### src/rtl/nwd_pkg.sv
package nwd_pkg;

  localparam int MAX_SAMPLES  = 256;
  localparam int MAX_TAPS     = 8;
  localparam int SAMPLE_BITS  = 16;
  localparam int COEF_BITS    = 16;
  localparam int RESULT_DEPTH = MAX_SAMPLES + MAX_SAMPLES / 8 + MAX_SAMPLES / 16
                                + MAX_SAMPLES / 16 + 8;

  typedef enum logic [1:0] {
    MODE_SAMPLE   = 2'd0,
    MODE_LOWPASS  = 2'd1,
    MODE_HIGHPASS = 2'd2,
    MODE_READ     = 2'd3
  } mode_t;

  localparam logic [2:0] REG_SIGNAL_LENGTH = 3'd0;
  localparam logic [2:0] REG_LOWPASS_TAPS  = 3'd1;
  localparam logic [2:0] REG_HIGHPASS_TAPS = 3'd2;
  localparam logic [2:0] REG_LEVEL1_LENGTH = 3'd3;
  localparam logic [2:0] REG_LEVEL2_LENGTH = 3'd4;
  localparam logic [2:0] REG_LEVEL3_LENGTH = 3'd5;
  localparam logic [2:0] REG_LEVEL4_LENGTH = 3'd6;
  localparam logic [2:0] REG_LEVEL5_LENGTH = 3'd7;

  localparam logic [2:0] SEC_NORM = 3'd0;
  localparam logic [2:0] SEC_D3   = 3'd1;
  localparam logic [2:0] SEC_D4   = 3'd2;
  localparam logic [2:0] SEC_A5   = 3'd3;
  localparam logic [2:0] SEC_D5   = 3'd4;

  localparam logic [1:0] STATUS_OK    = 2'd0;
  localparam logic [1:0] STATUS_FLAT  = 2'd1;
  localparam logic [1:0] STATUS_RANGE = 2'd2;

  localparam logic [2:0] LAST_LEVEL = 3'd4;

  typedef enum logic [3:0] {
    ST_IDLE,
    ST_SETUP,
    ST_MM,
    ST_RANGE,
    ST_NRD,
    ST_NWAIT,
    ST_NDIV,
    ST_NWR,
    ST_LVSTART,
    ST_FIR,
    ST_FIN,
    ST_DONE
  } state_t;

  typedef struct packed {
    logic start;
    logic done;
  } div_ctl_t;

endpackage

### src/rtl/nwd_div.sv
module nwd_div
  import nwd_pkg::*;
(
  input  logic        clk,
  input  logic        rst,
  input  logic        start,
  input  logic [32:0] dividend,
  input  logic [16:0] divisor,
  output div_ctl_t    ctl,
  output logic [16:0] quotient
);

  // restoring divide, one quotient bit per cycle; quotient known < 2^17
  logic [16:0] rem;
  logic [16:0] dsr;
  logic [16:0] sh;
  logic [4:0]  cnt;
  logic        running;
  logic        done;
  logic [17:0] trial;
  logic        qbit;

  always_comb begin
    trial = {rem, sh[16]};
    qbit  = (trial >= {1'b0, dsr});
  end

  always_ff @(posedge clk) begin
    if (rst) begin
      running <= 1'b0;
      done    <= 1'b0;
      cnt     <= '0;
    end else begin
      done <= 1'b0;
      if (start) begin
        running <= 1'b1;
        cnt     <= '0;
      end else if (running) begin
        cnt <= cnt + 5'd1;
        if (cnt == 5'd16) begin
          running <= 1'b0;
          done    <= 1'b1;
        end
      end
    end
  end

  always_ff @(posedge clk) begin
    if (start) begin
      rem <= {1'b0, dividend[32:17]};
      sh  <= dividend[16:0];
      dsr <= divisor;
    end else if (running) begin
      rem <= qbit ? 17'(trial - {1'b0, dsr}) : trial[16:0];
      sh  <= {sh[15:0], qbit};
    end
  end

  assign ctl.start = start;
  assign ctl.done  = done;
  assign quotient  = sh;

endmodule

### config.mk
export PLATFORM = sky130hd
export DESIGN_NAME = nwd_div
export DESIGN_NICKNAME = d
export VERILOG_FILES = /design/src/rtl/nwd_pkg.sv /design/src/rtl/nwd_div.sv
export SDC_FILE = /design/constraint.sdc
export NUM_CORES = 1
export LEC_CHECK = 0
export ABC_AREA = 1
export BUFFER_PORTS_ARGS = -buffer_cell sky130_fd_sc_hd__buf_2
export CORE_UTILIZATION = 60
export CTS_CLUSTER_SIZE = 12
export DETAILED_ROUTE_END_ITERATION = 16
export PLACE_DENSITY = 0.85
export SLEW_MARGIN = 20
export SYNTH_ARGS = -nofsm -noshare
export SYNTH_HDL_FRONTEND = slang
export SYNTH_SLANG_ARGS = --single-unit
### constraint.sdc
create_clock -name clk -period 4.3 [get_ports clk]
set_input_delay 0.645 -clock clk [delete_from_list [all_inputs] [get_ports clk]]
set_output_delay 0.645 -clock clk [all_outputs]
set_load 0.01 [all_outputs]
# Word-level counts from Yosys, hierarchy flattened
# Cells that the tools add are included.
word_totals:
  ff_bits: 58
  in_bits: 53
op_classes:
  n_addsub: 2
  magnitude_cmp: 1
  eq_ne: 1
  n_mux: 9
  bitwise_logic: 1
  reduce_logical: 3
op_table:
  columns: ["operator", "n"]
  rows:
  - ["$mux W17", 3]
  - ["$mux W16", 2]
  - ["$ge A18 B17 Y1", 1]
  - ["$sub A17 B17 Y17", 1]
  - ["$add A5 B1 Y5 const B", 1]
  - ["$eq A5 B5 Y1 const B", 1]
  - ["$mux W1", 4]
  - ["$reduce_or A3 Y1", 1]
  - ["$reduce_bool A2 Y1", 1]
  - ["$reduce_or A2 Y1", 1]
  - ["$not A1 Y1", 1]

# Depth between registers and ports, before layout
# Gate-level depths: netlist of run 1.
logic_depth:
  ltp_word: 4
  mapped_depth: 15

# Least setup slack after synthesis of run 1
# Ideal clock, no wire load.
synth_timing:
  path_kind: "input-to-reg"
  start: "input start"
  end: "register sh[0] (netlist: quotient[0]), enable pin"
  arrival_time_ns: 1.741
  path_slack_ns: 2.168
  stages: 3
  path_cell_list: "clkbuf_1 -> inv_2 -> nand2_1"
synth_between:
  elab_chain_len: 1
synth_rtl:
  columns: ["element", "line_no", "source"]
  rows:
  - ["from (decl)", "nwd_div.sv:6", "input logic start,"]
  - ["$reduce_bool A2 Y1 (no line)", null, null]
  - ["to (signal assigned)", "nwd_div.sv:51", "sh <= dividend[16:0];"]
  - ["to (signal assigned)", "nwd_div.sv:55", "sh <= {sh[15:0], qbit};"]
  - ["to (decl)", "nwd_div.sv:16", "logic [16:0] sh;"]
# No other way between the ends.
# A chain may end at the register's enable or synchronous reset.

# Worst setup path after layout of run 1
layout_timing:
  start: "register rem[10]"
  end: "register rem[15], data pin"
layout_between:
  elab_chain_len: 4
  word_cells_on_any_way: 5
  cone_classes: "add/sub (1); order compare (1); mux (3)"
layout_rtl:
  columns: ["element", "line_no", "source"]
  rows:
  - ["from (decl)", "nwd_div.sv:14", "logic [16:0] rem;"]
  - ["from (signal assigned)", "nwd_div.sv:50", "rem <= {1'b0, dividend[32:17]};"]
  - ["from (signal assigned)", "nwd_div.sv:54", "rem <= qbit ? 17'(trial - {1'b0, dsr}) : trial[16:0];"]
  - ["$sub A17 B17 Y17 / $ge A18 B17 Y1 (equally long branches)", "nwd_div.sv:54, nwd_div.sv:25", null]
  - ["$mux W17 (*)", "nwd_div.sv:54", null]
  - ["$mux W16 (*)", "nwd_div.sv:53", "end else if (running) begin"]
  - ["$mux W16 (*)", "nwd_div.sv:49", "if (start) begin"]
# Mark *: on every way between the ends. The rest lies on a longest branch, timed or not. The select of a mux whose other input is x is not followed.

==> impl_metrics.csv, run 1 <==
group,metric,value,unit
worst_setup_path,r2r_setup_slack,1.92,ns
worst_setup_path,path_cells,"ha_1 -> nand2_1 -> nand2_1 -> nand2_1 -> nand2_1 -> nand2_1 -> nand2_1 -> nor2_4 -> nand2_4 -> nand2_1 -> nand3_1 -> nand2_1",
worst_setup_path,cp_slowest_stage_delay,0.45,ns
clock_tree,holdBufCountCts,0,
yosys,synth_flop_cell,"edfxtp_1",
yosys,yosys.area_share.xor_xnor,0.0185,
clock_tree,cts.path.max_buffers,2,
final_layout,area_delta_synth_final,15.0,%
floorplanning,core,6030,um2
sta,finalCritPeriodShare,0.553,
route,vias_per_cell,5.18,
clock_tree,insertion_delay,0.35,ns
route,drc_errors,0,
worst_setup_path,reg2reg_depth,12,
sta,setup_viol,0,
yosys,mappedNetlistArea,3800,um2
yosys,synthTopCellsByArea,"edfxtp_1 40%, nand2_1 19%, inv_1 6.9%",
route,antenna_left,0,
worst_setup_path,crit_end,"rem[15]",
grt,antenna_found_initial,0,
placed_design,hpwl,5.72,mm
route,vias,3254,
route,first_pass_iters,4,
floorplanning,rows,28,
clock_tree,cts_resized,0,
outcome,status,"complete, no violations",
sta,drv_slew,0,
pwr,powerDensity,449,nW/um2
placed_design,gp_congestion,0.883,
floorplanning,io_pins,72,
floorplanning,dieArea,6650,um2
final_layout,seqCellArea,1660,um2
final_layout,drive_gt1_frac,0.222,
worst_hold_path,min_path_type,"input port to register",
floorplanning,dieWidth,81.6,um
worst_setup_path,crit_top_cell,"nand2_1",
yosys,synth_commonest_cells,"191 x nand2_1, 70 x inv_1, 50 x edfxtp_1",
clock_tree,cts_root_buffer,"clkbuf_8",
final_layout,fin_cells,628,
sta,hold_viol_final,0,
yosys,yosysMostFrequentCell,"nand2_1",
sta,relSlewSlack,0.546,
worst_hold_path,min_from,"divisor[4]",
yosys,yosys_warnings,0,
worst_setup_path,critPathCaptureType,"register",
clock_tree,clkTransAtPathRegs,0.08,ns
yosys,synth_top_area_frac,0.395,
final_layout,nFillCells,508,
final_layout,multiInputGateArea,1790,um2
worst_setup_path,cp_slowest_cell,"nor2_4",
yosys,synth_compound_area_frac,0.0234,
sta,rsz0062_at_grt,"false",
final_layout,final_area,4370,um2
yosys,syn_avg_cell_area,7.98,um2
grt,grt_max_degree,54,
yosys,syn_nets,549,
route,drt_iter0_drc,164,
worst_setup_path,critPathLaunchType,"register",
placed_design,port_buffers,71,
sta,holdWs,0.465,ns
sta,setup_tns,0,ns
sta,fmax,420,MHz
yosys,yosysUniqueCellTypes,34,
sta,finalCriticalPeriod,2.38,ns
grt,grt_pass1_vias,3088,
clock_tree,postCtsSetupRepairBufs,0,
yosys,synth_seq_cells,58,
floorplanning,start_util,0.630,
yosys,synth_top_family_by_area,"simple AND/OR/NAND/NOR gates",
yosys,syn_inst,476,
yosys,yosys.area_share.simple,0.361,
flow_run,maxCapViolCount,0,
worst_setup_path,cp.required,4.52,ns
clock_tree,cts_buffers,9,
grt,grt-ovfl-total,0,
placed_design,dpl_cell_area,4190,um2
worst_setup_path,worst_r2r_endpoint,"rem[15]",
sta,finalClockSkew,0.00988,ns
worst_setup_path,regToRegStartpoint,"rem[10]",
yosys,yosysSeqAreaShare,0.438,
clock_tree,cts_tree,"done",
placed_design,placed_cells,612,
yosys,yosys.area.top_type,"edfxtp_1",
worst_setup_path,cp.arrival,2.60,ns
final_layout,nets,621,
clock_tree,clock_sinks,58,
grt,grt_pass1_wl,13.1,mm
clock_tree,htree_levels,3,
sta,worstMarginPinSlew,0.680,ns
yosys,synthArstFlopShare,0,
pwr,p_leak,0.00228,uW
yosys,synth_adder_area_share,0.0679,
route,totalWireLength,8.00,mm
grt,grt_usage,0.262,
final_layout,diodes,0,
worst_setup_path,cp-startpoint,"rem[10]",
yosys,synth-edff-count,50,
worst_setup_path,critPathMaxFanout,19,
pwr,peakVddDrop,270,uV
route,wl_per_cell,12.7,um
yosys,synthMuxAreaShare,0,
worst_setup_path,timing_worst_setup_path_type,"register to register",
floorplanning,fp.dieH,81.6,um
-- how the worst min path moves through the flow --
stage | cells after the start | slack (ns) | to
floorplan | 2 | 0.48 | cnt[1]
global placement | 2 | 0.50 | cnt[1]
detailed placement | 2 | 0.51 | cnt[4]
CTS | 1 | 0.46 | dsr[5]
global route | 1 | 0.46 | dsr[2]
finish | 1 | 0.46 | dsr[4]
-- registers in the layout, summed over array words and instances (netlist names) --
signal    flops
running       1
done          1
cnt           5
rem          17
dsr          17
quotient     17
-- routing by layer --
layer | share of wire | global-route usage | up-vias
met2 | 0.49 | 0.448 | 101
met3 | 0.066 | 0.0478 | 17
li1 | - | - | 1653
met4 | 0.021 | 0.130 | 0
met5 | 0 | 0 | -
met1 | 0.42 | 0.317 | 1483
-- worst max-delay path, delay by kind of cell, from the launching register on --
kind	cells	cell delay (ns)
adders and majority gates	1	0.38
DFF	1	0.41
and+or+nand+nor	11	1.46
-- placed cells by master, fill, tap and decap left out, types with 5 or more instances in the layout --
cell and n:
nand2_1 191, nand3b_1 20, dfxtp_1 8, nand4_1 5, nand3_2 11, nand2_2 14, clkbuf_8 9, nor2_1 15
buf_2 71, nor3_1 5, edfxtp_1 50, inv_1 70, ha_1 19, nand3_1 18, xnor2_1 5, a21oi_1 12
-- through the flow --
| step | utilization | worst slack (ns) | power (uW) |
|---|---|---|---|
| finish | 0.724 | 1.92 | 1960 |
| global route | 0.724 | 1.71 | 2100 |
| CTS | 0.724 | 1.89 | 1970 |
| detailed placement | 0.695 | 1.72 | 1510 |
| global placement | 0.695 | 1.79 | 1480 |
| floorplan | - | 2.17 | 1350 |
-- layout make-up --
type | count | share of cell area
clock buffer | 9 | 0.0284
tap | 75 | 0.0215
timing repair buffer | 74 | 0.0866
sequential | 58 | 0.381
multi-input combinational | 334 | 0.410
inverter | 71 | 0.0610
clock inverter | 7 | 0.0120
-- where the power goes --
part           leakage (uW)  internal (uW)  switching, uW  total (uW)
Clock             0.0000799            211            246         457
Sequential         0.000568            700           36.3         737
Combinational       0.00163            286            482         768
Total               0.00228           1200            764        1960
-- cells by family (layout without fill, tap and decap cells) --
family / count (synthesis) / in the layout
AO/OA/AOI/OAI: 16 / 16
XOR/XNOR: 8 / 8
adder cells (fa/ha/maj): 20 / 20
buffers and inverters: 84 / 161
flip-flops: 58 / 58
AND/OR/NAND/NOR: 290 / 290
No activity file was read; power rests on OpenSTA's default activity.
==> run 2, diff against run 1 <==
--- a/config.mk
+++ b/config.mk
@@ -5,12 +5,12 @@
 export SDC_FILE = /design/constraint.sdc
 export NUM_CORES = 1
 export LEC_CHECK = 0
-export ABC_AREA = 1
+export ABC_AREA = 0
 export BUFFER_PORTS_ARGS = -buffer_cell sky130_fd_sc_hd__buf_2
-export CORE_UTILIZATION = 60
+export CORE_UTILIZATION = 50
 export CTS_CLUSTER_SIZE = 12
 export DETAILED_ROUTE_END_ITERATION = 16
-export PLACE_DENSITY = 0.85
+export PLACE_DENSITY = 0.76
 export SLEW_MARGIN = 20
 export SYNTH_ARGS = -nofsm -noshare
 export SYNTH_HDL_FRONTEND = slang
==> constraint.sdc (replaced) <==
create_clock -name clk -period 2.05 [get_ports clk]
set_input_delay 0.3075 -clock clk [delete_from_list [all_inputs] [get_ports clk]]
set_output_delay 0.3075 -clock clk [all_outputs]
set_load 0.01 [all_outputs]
==> run 2 against run 1 <==
The run now ends with setup timing left. Non-clock buffer count is 63 higher. Wire length grew 18%. Clock skew increased by 0.0032 ns. Fmax is 16% lower. Register-to-register slack lost 2.7 ns. Sequential share of layout area shrank 4.4 points. Utilization decreased by 1.4 points. Power grew to 3.0 times the previous value. Worst setup slack worse by 2.7 ns. Critical endpoint unchanged.
==> impl_metrics.csv, run 2 <==
group,metric,value,unit
pwr,switching_power,2130,uW
pwr,p_sw_frac,0.358,
final_layout,area_delta_synth_final,34.7,%
grt,grt_usage,0.255,
worst_hold_path,whs_endpoint,"running",
sta,worstMarginPinSlew,0.833,ns
placed_design,port_buffers,71,
route,drc_errors,0,
final_layout,final_cell_mix,"71 x buf_2, 62 x buf_4, 50 x edfxtp_1",
route,first_pass_iters,4,
sta,relSlewSlack,0.445,
yosys,yosys_warnings,0,
worst_setup_path,timing_worst_setup_path_type,"register to register",
pwr,powerDensity,1210,nW/um2
sta,drv_slew,0,
route,vias,3129,
pwr,fin_total_pwr,5950,uW
yosys,synthTopCellsByArea,"edfxtp_1 41%, mux2_2 7.4%, ha_1 6.5%",
final_layout,nets,531,
route,wl_per_cell,16.9,um
grt,grt-ovfl-total,0,
yosys,mappedNetlistArea,3660,um2
yosys,syn_nets,404,
worst_hold_path,min_path_type,"input port to register",
placed_design,gp_congestion,0.888,
clock_tree,holdBufCountCts,0,
worst_setup_path,critPathLaunchType,"register",
clock_tree,insertion_delay,0.35,ns
worst_hold_path,min_from,"rst",
pwr,combPwrFrac,0.503,
floorplanning,start_util,0.527,
floorplanning,dieArea,7670,um2
worst_setup_path,path_cells,"inv_2 -> ha_4 -> inv_2 -> fa_2 -> a211oi_4 -> o21ai_2 -> a211oi_4 -> buf_4 -> o41a_4 -> nor2_1 -> a221o_1",
clock_tree,cts_buffers,9,
pwr,p_leak,0.00212,uW
clock_tree,cts_root_buffer,"clkbuf_8",
worst_setup_path,cp_slowest_cell,"edfxtp_1",
worst_setup_path,critPathMaxFanout,8,
sta,finalCriticalPeriod,2.83,ns
flow_run,maxCapViolCount,0,
floorplanning,dieWidth,87.6,um
sta,hold_viol_final,0,
clock_tree,cts.path.max_buffers,2,
worst_setup_path,reg2reg_depth,11,
pwr,seq_power_share,0.276,
floorplanning,core,6940,um2
final_layout,drive_gt1_frac,0.460,
grt,grt_pass1_vias,3056,
grt,grt_busiest_layer,"met2",
final_layout,final_util,0.710,
final_layout,nFillCells,494,
route,vias_per_cell,5.60,
worst_setup_path,cp-startpoint,"quotient[16]",
yosys,synth_seq_cells,58,
sta,finalCritPeriodShare,1.38,
yosys,yosys.area.top_type,"edfxtp_1",
floorplanning,fp.dieH,87.6,um
sta,fmax,353,MHz
yosys,yosysSeqAreaShare,0.454,
worst_setup_path,cp.arrival,2.93,ns
sta,rsz0062_at_grt,"true",
sta,finalClockSkew,0.0131,ns
grt,use_met3,0.0528,
floorplanning,io_pins,72,
floorplanning,rows,30,
pwr,p_clk_frac,0.222,
yosys,synth_commonest_cells,"50 x edfxtp_1, 24 x inv_1, 24 x mux2_2",
worst_setup_path,cp.required,2.15,ns
grt,grt_max_degree,73,
final_layout,diodes,0,
outcome,violations,"setup timing",
worst_setup_path,cp_slowest_stage_delay,0.43,ns
grt,antenna_found_initial,0,
worst_hold_path,holdPathStages,2,
yosys,syn_inst,331,
clock_tree,htree_levels,3,
grt,met1_usage,0.320,
route,totalWireLength,9.42,mm
outcome,status,"finished with violations",
yosys,synthArstFlopShare,0,
worst_setup_path,critPathCaptureType,"register",
worst_setup_path,worst_r2r_endpoint,"rem[15]",
yosys,synth_top_area_frac,0.410,
pwr,internal-power,3830,uW
grt,grt_use_met2,0.420,
route,antenna_left,0,
pwr,peakVddDrop,674,uV
yosys,syn_avg_cell_area,11.1,um2
sta,worst_slack,-0.781,ns
yosys,synth-edff-count,50,
clock_tree,clkTransAtPathRegs,0.07,ns
worst_setup_path,r2r_setup_slack,-0.78,ns
yosys,yosysUniqueCellTypes,61,
worst_setup_path,regToRegStartpoint,"quotient[16]",
sta,setup_viol,18,
clock_tree,clock_sinks,58,
yosys,synth_flop_cell,"edfxtp_1",
yosys,yosysMostFrequentCell,"edfxtp_1",
grt,grt_pass1_wl,14.4,mm
final_layout,final_common_cell,"buf_2",
placed_design,hpwl,6.28,mm
route,drt_iter0_drc,232,
clock_tree,cts_tree,"done",
==> run 2: timing repair <==
action	in CTS	in global routing
pin swaps	9	11
gates resized for setup	23	9
buffers inserted	7	3
setup endpoints to repair	18	18
==> run 2: power groups by stage <==
| stage | clock network, uW | logic, uW | registers [uW] |
|---|---|---|---|
| after floorplan | 0 | 1670 | 1640 |
| after global placement | 0 | 2500 | 1640 |
| after detailed placement | 0 | 2570 | 1650 |
| after CTS | 1340 | 2890 | 1640 |
| after global routing | 1390 | 3210 | 1660 |
| final | 1320 | 2990 | 1640 |
==> run 2: routing by layer <==
layer	vias up	wire length, um	part of all wire
li1	1491	-	-
met1	1507	3910	0.42
met2	107	4720	0.50
met3	24	533	0.057
met4	0	261	0.028
met5	-	0	0
==> run 2: worst max path at each step <==
| stage | slack (ns) | end | depth (start not counted) |
|---|---|---|---|
| floorplan | -0.64 | rem[10] | 10 |
| global placement | -0.65 | rem[8] | 10 |
| detailed placement | -0.76 | rem[7] | 10 |
| CTS | -0.78 | rem[15] | 11 |
| global route | -0.85 | rem[15] | 11 |
| finish | -0.78 | rem[15] | 11 |
==> run 2: area by class of cell <==
cell class,instances,area [um2],share of cell area
sequential,58,1660,0.337
clock inverter,7,125,0.0254
timing repair buffer,137,875,0.177
multi-input combinational,228,1940,0.393
tap,96,120,0.0244
inverter,24,90.1,0.0183
clock buffer,9,124,0.0251
==> run 2: metrics by stage <==
| step | hold WS [ns] | setup TNS, ns | std cells | worst slack (ns) | area [um2] |
|---|---|---|---|---|---|
| 2_1_floorplan | 0.380 | -8.71 | 331 | -0.641 | 3670 |
| 3_3_place_gp | 0.480 | -10.03 | 534 | -0.649 | 4450 |
| 3_5_place_dp | 0.484 | -11.85 | 534 | -0.757 | 4450 |
| 4_1_cts | 0.109 | -12.30 | 557 | -0.777 | 4880 |
| 5_1_grt | 0.112 | -13.44 | 559 | -0.852 | 4930 |
| 6_report | 0.122 | -12.13 | 559 | -0.781 | 4930 |
==> run 2: kinds of logic after synthesis <==
logic type               share of synthesized area
AND/OR/NAND/NOR                              0.133
AO/OA/AOI/OAI                                0.154
flip-flops                                   0.454
buffers and inverters                       0.0609
multiplexers                                0.0940
adder cells (fa/ha/maj)                     0.0704
XOR/XNOR                                    0.0335
==> run 2: worst max-delay path, delay by kind of cell, from the launching register on <==
| kind | cells | cell delay [ns] |
|---|---|---|
| DFF | 1 | 0.43 |
| buffers and inverters | 3 | 0.30 |
| AOI/OAI and AO/OA | 5 | 1.23 |
| adders and majority gates | 2 | 0.52 |
| and+or+nand+nor | 1 | 0.10 |
==> run 3, diff against run 2 <==
--- a/config.mk
+++ b/config.mk
@@ -10,7 +10,8 @@
 export CORE_UTILIZATION = 50
 export CTS_CLUSTER_SIZE = 12
 export DETAILED_ROUTE_END_ITERATION = 16
-export PLACE_DENSITY = 0.76
+export MAX_ROUTING_LAYER = met4
+export PLACE_DENSITY = 0.82
 export SLEW_MARGIN = 20
 export SYNTH_ARGS = -nofsm -noshare
 export SYNTH_HDL_FRONTEND = slang
==> run 3 against run 2 <==
The run still ends with setup timing left. Clock-buffer cell count unchanged. First-iteration DRC count grew 26%. Register-to-register slack hardly changed. Sequential power barely moved. Highest routed layer unchanged.
==> impl_metrics.csv, run 3 (synthesis gave the netlist of run 2 again) <==
group,metric,value,unit
outcome,status,"finished with violations",
outcome,violations,"setup timing",
sta,finalCritPeriodShare,1.38,
worst_setup_path,regToRegStartpoint,"quotient[16]",
clock_tree,cts_buffers,9,
route,vias,3252,
grt,grt_pass1_wl,14.7,mm
placed_design,place_ws,-0.796,ns
floorplanning,dieArea,7670,um2
route,wl_per_cell,18.2,um
clock_tree,cts_tree,"done",
worst_setup_path,cp.arrival,2.94,ns
worst_setup_path,critPathMaxFanout,6,
sta,hold_viol_final,0,
flow_run,maxCapViolCount,0,
sta,relSlewSlack,0.512,
route,drc_errors,0,
final_layout,diodes,0,
sta,finalClockSkew,0.00973,ns
sta,worst_slack,-0.788,ns
clock_tree,cts_root_buffer,"clkbuf_8",
floorplanning,start_util,0.527,
clock_tree,insertion_delay,0.35,ns
floorplanning,io_pins,72,
worst_setup_path,critPathCaptureType,"register",
route,drt_iter0_drc,292,
final_layout,final_area,4970,um2
placed_design,hpwl,6.64,mm
route,totalWireLength,10.3,mm
final_layout,final_common_cell,"buf_2",
final_layout,seqCellArea,1660,um2
placed_design,gp_congestion,1.03,
sta,rsz0062_at_grt,"true",
final_layout,fin_cells,568,
sta,drv_slew,0,
pwr,powerDensity,1170,nW/um2
worst_setup_path,worst_r2r_endpoint,"rem[7]",
worst_setup_path,cp.required,2.15,ns
placed_design,port_buffers,71,
floorplanning,fp.dieH,87.6,um
grt,antenna_found_initial,0,
final_layout,area_delta_synth_final,35.9,%
grt,grt_usage,0.263,
final_layout,drive_gt1_frac,0.481,
clock_tree,clkTransAtPathRegs,0.07,ns
route,dr_wl_met3,555,um
worst_setup_path,r2r_setup_slack,-0.79,ns
sta,finalCriticalPeriod,2.84,ns
final_layout,nets,540,
final_layout,nFillCells,448,
grt,grt-ovfl-total,0,
floorplanning,dieWidth,87.6,um
final_layout,final_util,0.716,
worst_hold_path,whs_endpoint,"running",
placed_design,placed_cells,540,
route,top_layer,"met4",
pwr,peakVddDrop,911,uV
grt,grt_max_degree,40,
worst_setup_path,critPathLaunchType,"register",
grt,grt_pass1_vias,3238,
clock_tree,clock_sinks,58,
clock_tree,cts.path.max_buffers,2,
sta,setup_viol,18,
worst_hold_path,min_from,"rst",
route,first_pass_iters,5,
sta,fmax,352,MHz
route,vias_per_cell,5.73,
worst_setup_path,reg2reg_depth,11,
sta,worstMarginPinSlew,0.713,ns
worst_hold_path,min_path_type,"input port to register",
floorplanning,rows,30,
placed_design,dpl_cell_area,4510,um2
worst_setup_path,timing_worst_setup_path_type,"register to register",
pwr,p_leak,0.00214,uW
route,dr_wl_met2,5.20,mm
floorplanning,core,6940,um2
route,antenna_left,0,
clock_tree,htree_levels,3,
final_layout,final_cell_mix,"71 x buf_2, 69 x buf_4, 50 x edfxtp_1",
route,met1Wirelength,4.23,mm
worst_hold_path,holdPathStages,2,
final_layout,multiInputGateArea,1970,um2
[run 3: changes by cell type in the layout (fill, tap and decap cells not counted), sizes merged]
cell      previous run  this run
buf                137       146
clkinvlp             0         2
clkinv               3         5
inv                 25        24
bufinv               3         0
[run 3: critical path: stages (launching register included)]
cell      delay (ns)
edfxtp_1        0.41
inv_2           0.11
ha_4            0.14
inv_2           0.04
fa_2            0.36
a211oi_4        0.24
o21ai_2         0.09
a211oi_2        0.36
o41ai_4         0.10
buf_6           0.17
mux2_4          0.30
mux2_2          0.26
[run 3: final cells by class]
type	count	area share
Multi-Input combinational cell	228	0.397
Sequential cell	58	0.334
Timing Repair Buffer	146	0.193
Clock buffer	9	0.0249
Tap cell	96	0.0242
Inverter	24	0.0181
Clock inverter	7	0.00931
[run 3: what timing repair did]
action,in CTS,in global routing
pin swaps,7,14
buffers inserted,7,7
setup endpoints to repair,18,18
hold buffers,0,0
gates resized for setup,13,28
[run 3: layer usage]
layer  track usage  up-vias
met5             -        -
met4         0.136        0
met3        0.0556       36
met2         0.438      151
met1         0.298     1566
li1              -     1499
[run 3: per-stage QoR]
step	power, uW	setup TNS [ns]	hold slack (ns)
6_report	5810	-12.08	0.118
5_1_grt	6060	-13.49	0.111
3_3_place_gp	4180	-10.26	0.475
2_1_floorplan	3310	-8.71	0.380
4_1_cts	5350	-12.59	0.106
3_5_place_dp	4280	-12.25	0.477
[run 3: worst max path at each step]
| stage | startpoint | end | slack (ns) | cells after the start |
|---|---|---|---|---|
| global route | quotient[16] | rem[10] | -0.85 | 11 |
| global placement | rem[7] | rem[3] | -0.67 | 7 |
| CTS | quotient[16] | rem[7] | -0.80 | 11 |
| finish | quotient[16] | rem[7] | -0.79 | 11 |
| floorplan | quotient[16] | rem[10] | -0.64 | 10 |
| detailed placement | quotient[16] | rem[7] | -0.80 | 10 |
[run 3: power by group]
| part | total [uW] | switching, uW | internal (uW) |
|---|---|---|---|
| combinational | 3240 | 1610 | 1630 |
| sequential | 1660 | 134 | 1520 |
| clock | 919 | 487 | 432 |
